**config.mk**
```make
export PLATFORM = sky130hd
export DESIGN_NAME = lru_sector_cache_controller_unit
export DESIGN_NICKNAME = d
export VERILOG_FILES = /design/src/hw/rtl/lsc_pkg.sv /design/src/hw/rtl/lru_sector_cache_controller_unit.sv
export SDC_FILE = /design/constraint.sdc
export NUM_CORES = 2
export LEC_CHECK = 0
export BUFFER_PORTS_ARGS = -buffer_cell sky130_fd_sc_hd__clkbuf_2
export CORE_ASPECT_RATIO = 1.2
export CORE_MARGIN = 2
export CORE_UTILIZATION = 50
export DETAILED_ROUTE_END_ITERATION = 6
export PLACE_DENSITY = 0.68
export SYNTH_ARGS = -nofsm -noshare
export SYNTH_HDL_FRONTEND = slang
export SYNTH_SLANG_ARGS = --single-unit
```
**constraint.sdc**
```tcl
create_clock -name clk -period 5.9 [get_ports clk]
set_clock_uncertainty 0.05 [all_clocks]
set_input_delay 0.59 -clock clk [delete_from_list [all_inputs] [get_ports clk]]
set_output_delay 0.59 -clock clk [all_outputs]
set_load 0.005 [all_outputs]
```
**src/hw/rtl/lsc_pkg.sv**
```systemverilog
// Shared types and constants for the LRU sector cache controller.
// Used by lru_sector_cache_controller_unit; depends on nothing.
package lsc_pkg;

  localparam int ENTRIES_DEF = 64;
  localparam int SECTOR_W    = 32;
  localparam int DEVICE_W    = 2;
  localparam int SLOT_W      = 6;
  localparam int ACTION_W    = 2;

  localparam logic [ACTION_W-1:0] ACT_READ  = 2'd0;
  localparam logic [ACTION_W-1:0] ACT_WRITE = 2'd1;
  localparam logic [ACTION_W-1:0] ACT_FLUSH = 2'd2;

  typedef struct packed {
    logic [ACTION_W-1:0] action;
    logic [SECTOR_W-1:0] sector;
    logic [DEVICE_W-1:0] device;
  } req_t;

  typedef struct packed {
    logic                hit;
    logic [SLOT_W-1:0]   slot;
    logic                fill;
    logic                copy_back;
    logic [SECTOR_W-1:0] back_sector;
    logic [DEVICE_W-1:0] back_device;
    logic                last;
  } rsp_t;

endpackage

```
**src/hw/rtl/lru_sector_cache_controller_unit.sv**
```systemverilog
// LRU sector cache controller: tag store, recency list and dirty marks of a
// fully associative write-back sector cache. Depends on lsc_pkg.
//
// Usage:
//   req channel (req, req_valid, req_stall) takes one read, write or flush
//   beat at a time; req_stall stays high while a beat is in work.
//   rsp channel (rsp, rsp_valid, rsp_stall) returns one beat per access and
//   one beat per dirty slot on flush; last marks the final beat of an item.
// Sequence:
//   An access walks the recency list with one tag compare per cycle until it
//   matches or reaches the last occupied position, then moves its slot to the
//   front of the list (S_SHIFT, unless it is already there, then S_SHEND) and
//   loads its beat (S_EMIT). The single read port of the list and tag memories
//   sets the pace of these walks. A flush reads each occupied slot in turn
//   (S_FRD, S_FTAG, S_FCHK), then releases its held beat in S_FEND. The next
//   request is taken once the block is back in idle. Unused action code 3 is
//   taken and gives no beat.
// Reset:
//   rst clears the occupancy count and all control state; tags, dirty marks
//   and the recency list are rewritten when a slot fills, so the block is
//   ready in the cycle after reset.
// Stall:
//   A result waits in the output register while rsp_stall is high; the block
//   still takes the next request and holds its own result until that register
//   frees up.
module lru_sector_cache_controller_unit #(
  parameter int ENTRIES = lsc_pkg::ENTRIES_DEF
) (
  input  logic          clk,
  input  logic          rst,
  input  lsc_pkg::req_t req,
  input  logic          req_valid,
  output logic          req_stall,
  output lsc_pkg::rsp_t rsp,
  output logic          rsp_valid,
  input  logic          rsp_stall
);

  localparam int SW       = (ENTRIES > 1) ? $clog2(ENTRIES) : 1;
  localparam int CW       = $clog2(ENTRIES + 1);
  localparam int SLOT_W   = lsc_pkg::SLOT_W;
  localparam int SECTOR_W = lsc_pkg::SECTOR_W;
  localparam int DEVICE_W = lsc_pkg::DEVICE_W;

  localparam logic [3:0] S_IDLE  = 4'd0;
  localparam logic [3:0] S_LOOK  = 4'd1;
  localparam logic [3:0] S_SHIFT = 4'd2;
  localparam logic [3:0] S_SHEND = 4'd3;
  localparam logic [3:0] S_EMIT  = 4'd4;
  localparam logic [3:0] S_FRD   = 4'd5;
  localparam logic [3:0] S_FTAG  = 4'd6;
  localparam logic [3:0] S_FCHK  = 4'd7;
  localparam logic [3:0] S_FEND  = 4'd8;

  logic [3:0]          state;
  lsc_pkg::req_t       req_q;
  logic [CW-1:0]       count;

  // lookup walk
  logic [CW-1:0]       rp;
  logic                v1, v2;
  logic [SW-1:0]       p1, p2, s2;

  // front move
  logic [SW-1:0]       sel;
  logic [SW-1:0]       sh_i, sw_idx;
  logic                sh_issue, sv;
  lsc_pkg::rsp_t       res;

  // flush walk
  logic [SW-1:0]       fp, fs;
  lsc_pkg::rsp_t       pend;
  logic                pend_v;

  // memories
  logic [SW-1:0]       order_mem [ENTRIES];
  logic [SECTOR_W-1:0] tag_mem   [ENTRIES];
  logic [DEVICE_W-1:0] dev_mem   [ENTRIES];
  logic                dirty_mem [ENTRIES];
  logic [SW-1:0]       order_rd;
  logic [SECTOR_W-1:0] tag_rd;
  logic [DEVICE_W-1:0] dev_rd;
  logic                dirty_rd;

  logic [SW-1:0]       order_raddr, order_waddr, order_wdata;
  logic                order_we, tag_re, tag_we;
  logic                dirty_we, dirty_wdata;
  logic [SW-1:0]       dirty_waddr;

  logic                found, exhausted, decide_hit, decide_miss, miss_full;
  logic [SW-1:0]       miss_slot, dec_pos, dec_slot;
  lsc_pkg::rsp_t       dec_res;
  logic                out_free, out_load, fl_push, fend_push, emit_push, fchk_go;
  lsc_pkg::rsp_t       out_data;

  assign req_stall = (state != S_IDLE);
  assign out_free  = !rsp_valid || !rsp_stall;

  always_comb begin
    unique case (state)
      S_LOOK:  order_raddr = rp[SW-1:0];
      S_SHIFT: order_raddr = sh_i;
      S_FRD:   order_raddr = fp;
      default: order_raddr = '0;
    endcase
  end

  assign order_we    = (state == S_SHIFT && sv) || (state == S_SHEND);
  assign order_waddr = (state == S_SHEND) ? '0 : sw_idx + SW'(1);
  assign order_wdata = (state == S_SHEND) ? sel : order_rd;
  assign tag_re      = (state == S_LOOK) || (state == S_FTAG);

  assign found       = v2 && (tag_rd == req_q.sector);
  assign exhausted   = (count == '0) || (v2 && (CW'(p2) == count - CW'(1)));
  assign decide_hit  = (state == S_LOOK) && found;
  assign decide_miss = (state == S_LOOK) && !found && exhausted;
  assign miss_full   = (count == CW'(ENTRIES));
  assign miss_slot   = miss_full ? s2 : count[SW-1:0];
  assign tag_we      = decide_miss;

  always_comb begin
    dec_res = '0;
    if (found) begin
      dec_slot     = s2;
      dec_pos      = p2;
      dec_res.hit  = 1'b1;
    end else begin
      dec_slot     = miss_slot;
      dec_pos      = miss_full ? p2 : count[SW-1:0];
      dec_res.fill = 1'b1;
      if (miss_full && dirty_rd) begin
        dec_res.copy_back   = 1'b1;
        dec_res.back_sector = tag_rd;
        dec_res.back_device = dev_rd;
      end
    end
    dec_res.slot = SLOT_W'(dec_slot);
    dec_res.last = 1'b1;
  end

  assign fl_push   = (state == S_FCHK) && dirty_rd && pend_v && out_free;
  assign fend_push = (state == S_FEND) && pend_v && out_free;
  assign emit_push = (state == S_EMIT) && out_free;
  assign out_load  = fl_push || fend_push || emit_push;
  assign fchk_go   = (state == S_FCHK) && (!dirty_rd || !pend_v || out_free);

  // dirty marks: set by a write, kept by a read hit, cleared by a read fill or a flush
  assign dirty_we    = decide_hit || decide_miss || (fchk_go && dirty_rd);
  assign dirty_waddr = (state == S_FCHK) ? fs : dec_slot;
  assign dirty_wdata = (state == S_LOOK) &&
                       ((req_q.action == lsc_pkg::ACT_WRITE) || (found && dirty_rd));

  always_comb begin
    out_data = emit_push ? res : pend;
    if (fend_push) begin
      out_data.last = 1'b1;
    end
  end

  // memories: one write port, registered read
  always_ff @(posedge clk) begin
    if (order_we) begin
      order_mem[order_waddr] <= order_wdata;
    end
    order_rd <= order_mem[order_raddr];
  end

  always_ff @(posedge clk) begin
    if (tag_we) begin
      tag_mem[miss_slot] <= req_q.sector;
      dev_mem[miss_slot] <= req_q.device;
    end
    if (dirty_we) begin
      dirty_mem[dirty_waddr] <= dirty_wdata;
    end
    if (tag_re) begin
      tag_rd   <= tag_mem[order_rd];
      dev_rd   <= dev_mem[order_rd];
      dirty_rd <= dirty_mem[order_rd];
    end
  end

  // output register payload
  always_ff @(posedge clk) begin
    if (out_load) begin
      rsp <= out_data;
    end
  end

  always_ff @(posedge clk) begin
    if (rst) begin
      state     <= S_IDLE;
      count     <= '0;
      rsp_valid <= 1'b0;
      v1        <= 1'b0;
      v2        <= 1'b0;
      sv        <= 1'b0;
      sh_issue  <= 1'b0;
      pend_v    <= 1'b0;
    end else begin
      if (out_load) begin
        rsp_valid <= 1'b1;
      end else if (!rsp_stall) begin
        rsp_valid <= 1'b0;
      end

      unique case (state)
        S_IDLE: begin
          v1 <= 1'b0;
          v2 <= 1'b0;
          if (req_valid) begin
            req_q <= req;
            rp    <= '0;
            fp    <= '0;
            if (req.action == lsc_pkg::ACT_READ || req.action == lsc_pkg::ACT_WRITE) begin
              state <= S_LOOK;
            end else if (req.action == lsc_pkg::ACT_FLUSH && count != '0) begin
              pend_v <= 1'b0;
              state  <= S_FRD;
            end
          end
        end

        S_LOOK: begin
          // three-deep walk: list read, tag read, compare
          v1 <= (rp != count);
          p1 <= rp[SW-1:0];
          if (rp != count) begin
            rp <= rp + CW'(1);
          end
          v2 <= v1;
          p2 <= p1;
          s2 <= order_rd;
          if (decide_hit || decide_miss) begin
            sel <= dec_slot;
            res <= dec_res;
            if (decide_miss && !miss_full) begin
              count <= count + CW'(1);
            end
            sv <= 1'b0;
            if (dec_pos == '0) begin
              state <= S_SHEND;
            end else begin
              sh_i     <= dec_pos - SW'(1);
              sh_issue <= 1'b1;
              state    <= S_SHIFT;
            end
          end
        end

        S_SHIFT: begin
          // read entry i, write it to i+1 in the next cycle, walking toward the front
          sv     <= sh_issue;
          sw_idx <= sh_i;
          if (sh_issue) begin
            if (sh_i == '0) begin
              sh_issue <= 1'b0;
            end else begin
              sh_i <= sh_i - SW'(1);
            end
          end
          if (sv && sw_idx == '0) begin
            state <= S_SHEND;
          end
        end

        S_SHEND: begin
          state <= S_EMIT;
        end

        S_EMIT: begin
          if (out_free) begin
            state <= S_IDLE;
          end
        end

        S_FRD: begin
          state <= S_FTAG;
        end

        S_FTAG: begin
          fs    <= order_rd;
          state <= S_FCHK;
        end

        S_FCHK: begin
          // hold one dirty beat back so the final one can carry last
          if (fchk_go) begin
            if (dirty_rd) begin
              pend.hit         <= 1'b0;
              pend.slot        <= SLOT_W'(fs);
              pend.fill        <= 1'b0;
              pend.copy_back   <= 1'b1;
              pend.back_sector <= tag_rd;
              pend.back_device <= dev_rd;
              pend.last        <= 1'b0;
              pend_v           <= 1'b1;
            end
            if (CW'(fp) == count - CW'(1)) begin
              state <= S_FEND;
            end else begin
              fp    <= fp + SW'(1);
              state <= S_FRD;
            end
          end
        end

        S_FEND: begin
          if (!pend_v) begin
            state <= S_IDLE;
          end else if (out_free) begin
            pend_v <= 1'b0;
            state  <= S_IDLE;
          end
        end

        default: begin
          state <= S_IDLE;
        end
      endcase
    end
  end

`ifndef NO_ASSERTIONS
  a_count_range: assert property (@(posedge clk) disable iff (rst)
    count <= CW'(ENTRIES))
    else $error("occupancy count beyond slot count");

  a_count_only_on_fill: assert property (@(posedge clk) disable iff (rst)
    (!$stable(count) && !$past(rst)) |-> ($past(state) == S_LOOK))
    else $error("occupancy changed outside a lookup");

  a_emit_delivers: assert property (@(posedge clk) disable iff (rst)
    (state == S_EMIT && out_free) |=> (rsp_valid && state == S_IDLE))
    else $error("access result not loaded");

  a_result_kind: assert property (@(posedge clk) disable iff (rst)
    rsp_valid |-> (rsp.hit || rsp.fill || rsp.copy_back))
    else $error("result beat of no kind");

  a_flush_end_clears: assert property (@(posedge clk) disable iff (rst)
    (state == S_FEND && fend_push) |=> !pend_v)
    else $error("held flush beat not released");
`endif

endmodule
```
==> flow_summary_export.csv <==
group,metric,value,unit
run_status,outcome,"completed",
routing,drtIter0Drc,7208,
global_route,grt_util_met3,6.14,%
sta,fin_crit_sh,85.9,%
clock_network,root_buffer,"clkbuf_16",
pwr,p_total,60700,uW
sta,setup_ws,0.834,ns
die,rows,190,
yosys,synthAdderAreaFrac,0.0780,%
clock_network,clock_latency,0.96,ns
sta,finalMaxSlewViolations,0,
sta,finalSetupTns,0,ns
yosys,yosys.area.top_type_share,76.8,%
routing,wl,288000,um
routing,via_per_inst,6.29,
yosys,synth_area_per_cell,21.5,um^2
global_route,grt_pass1_vias,54300,
routing,post-route-drc-count,0,
pwr,p_comb_share,28.8,%
routing,wl_per_cell,33.1,um
critical_path,slowest_delay,0.99,ns
die,pin_count,86,
die,floorplan.initialDensity,50.3,%
sta,fin_crit,5.07,ns
yosys,synthSimpleGateAreaFrac,3.30,%
sta,slew_headroom,9.44,%
yosys,synthArstFlopShare,0,%
place,numPortBuffers,85,
cells_and_area,area_delta_synth_final,13.0,%
yosys,synth-edff-count,2871,
sta,hold_viol_final,0,
critical_path,crit_chain,"inv_1, ha_1, nand2b_4, nor3_1, and2_1, nor2_1, a21oi_1, nand2_1, buf_12, nor2_4",
critical_path,cp_slowest_cell,"nor2_4",
sta,max_freq,0.197,GHz
yosys,synthesis.area,112000,um^2
pwr,seqPwrFrac,41.4,%
clock_network,path_clk_slew,0.06,ns
yosys,ys_types,73,
die,core,223000,um^2
clock_network,clock_path_buffers,4,
min_path,holdCritPathClass,"input port to flip-flop",
global_route,overflow,0,
critical_path,start_kind,"flip-flop",
yosys,synthCells,5225,
cells_and_area,regArea,86700,um^2
critical_path,path_class,"flip-flop to flip-flop",
die,die_area,228000,um^2
yosys,ys_warn_count,0,
cells_and_area,drive_gt1_share,26.6,%
yosys,synth_ff_type,"edfxtp_1",
global_route,grt_first_pass_wirelength,407000,um
clock_network,cts_inserted_buffers,289,
global_route,use_met1,34.5,%
yosys,synth_top_area_cell,"edfxtp_1",
pwr,p_clk_share,29.8,%
global_route,gr-max-usage-layer,"met2",
sta,setup_viol,0,
routing,dr.pass1.iters,6,
sta,grt_setup_unrepaired,"false",
yosys,synth_top_cells_by_count,"2,871 x edfxtp_1, 722 x mux4_2, 264 x nor2_1",
die,die_w,437,um
pwr,power.switching_fraction,31.1,%
routing,postRouteAntennaNets,0,
cells_and_area,nNetsFinal,5563,
sta,worst_slew_pin_slew,1.36,ns
place,dp_slack,1.09,ns
critical_path,worst_ep_required_time,6.34,ns
cells_and_area,nFillCells,16000,
global_route,gr-usage-met2,39.7,%
place,hpwlAfterDp,180000,um
place,gp_congestion,0.879,
pwr,leakage,0.0393,uW
die,die_h,523,um
routing,vias,54800,
yosys,synthMuxAreaShare,15.4,%
critical_path,arrival,5.51,ns
pwr,power_density,479,nW/um^2
yosys,synth_top_family_by_area,"multiplexers",
pwr,vdd.ir_drop.worst,0.000313,V
critical_path,end_kind,"flip-flop",
yosys,synth-xor-area-share,0.630,%
cells_and_area,multi_input_area,24900,um^2
yosys,yosysSeqAreaShare,77.2,%
yosys,ys_ff_latch,2894,
global_route,grt_max_degree,107,
yosys,synth_nets,5272,
clock_network,postCtsSetupBuffers,0,
clock_network,cts_tree,"yes",
global_route,grtUsageTotal,25.2,%
pwr,p_int,41800,uW
yosys,synth_area_leaders,"edfxtp_1 77%, mux4_2 14%, nor2_1 0.88%",
pwr,p_sw,18900,uW
clock_network,clock-sinks,2894,
yosys,yosys.cell_count.top_type,"edfxtp_1",
run,maxCapViolations,0,
clock_network,h-tree-depth,5,
yosys,synth_compound_area_share,2.19,%
critical_path,crit_path_max_fanout,34,
global_route,antenna_found_initial,51,
## state kept, by name, indices dropped and copies added (netlist names), 7 cells and up
signal and count:
dirty_mem 64, res 43, tag_rd 32, rp 7, pend 40, rsp 44, req_q 36, count 7
tag_mem 2048, dev_mem 128, order_mem 384
## what timing repair did
item | in CTS | in global routing
resized for setup | 0 | 0
hold endpoints to repair | 35 | 0
hold buffers | 35 | 0
## layout by cell type (no fill, tap or decap), types with 25 or more instances in the layout
cell / instances
mux4_2: 722
and2_1: 42
a21oi_1: 74
nor2_4: 67
xor2_1: 41
o21ai_0: 25
xnor2_1: 32
bufinv_16: 31
a31oi_1: 29
clkinv_2: 40
nor2b_1: 102
nor2_1: 197
clkinv_1: 61
mux2_2: 61
a211oi_1: 122
nor3_1: 37
clkbuf_1: 40
edfxtp_1: 2871
clkbuf_16: 297
nand3_1: 27
clkbuf_2: 85
a311oi_1: 48
buf_4: 128
mux2i_1: 39
dlygate4sd3_1: 35
nand2_1: 239
buf_12: 29
## path summary, 6_finish.rpt
path | from | endpoint | slack, ns | cells past startpoint
worst max-delay path | count[0] | tag_mem[6][18] | 0.83 | 10
worst min-delay path | req[25] | req_q[25] | 0.11 | 1
worst min register to register | p1[0] | p2[0] | 0.35 | 0
worst max register to register | count[0] | tag_mem[6][18] | 0.83 | 10
## cell families after synthesis
group | count (synthesis)
flops | 2894
mux | 822
buf+inv | 290
simple gates | 786
fa+ha+maj | 7
xor+xnor | 76
compound gates | 350
## stage by stage
| step | instances | area, um^2 | utilization [%] | hold WS [ns] |
|---|---|---|---|---|
| after floorplan | 5225 | 112000 | - | 0.350 |
| after global placement | 8166 | 117000 | 52.5 | 0.351 |
| after detailed placement | 8166 | 117000 | 52.5 | 0.358 |
| after CTS | 8693 | 127000 | 56.8 | 0.0298 |
| after global routing | 8697 | 127000 | 56.8 | 0.0533 |
| final | 8710 | 127000 | 56.8 | 0.112 |
## power by group through the flow
stage / registers, uW / clock network [uW] / logic (uW)
2_1_floorplan: 25300 / 0 / 10600
3_3_place_gp: 25600 / 0 / 17300
5_1_grt: 25200 / 19100 / 18200
3_5_place_dp: 25600 / 0 / 17400
4_1_cts: 25100 / 18300 / 17500
6_report: 25200 / 18100 / 17500
## final cells by class
type                    count  share of cell area, %
multi-input cells        2041                   19.6
flip-flops and latches   2894                   68.3
diodes                     17                 0.0335
clock inverters           151                   1.21
clock buffers             341                   6.02
well taps                2976                   2.94
inverters                  13                 0.0385
repair buffers            277                   1.83
## routing by layer
layer	share of wire [%]	up-vias
met5	0.078	-
met4	4.0	32
met3	10	474
met2	48	2822
met1	38	29100
li1	-	22400
## critical path, delay by kind of cell (launching register included)
kind | cells | cell delay, ns
AOI/OAI and AO/OA | 1 | 0.77
buffers and inverters | 2 | 0.48
adders and majority gates | 1 | 0.31
DFF | 1 | 0.45
and+or+nand+nor | 6 | 2.53
Power figures use the tool's default switching activity.
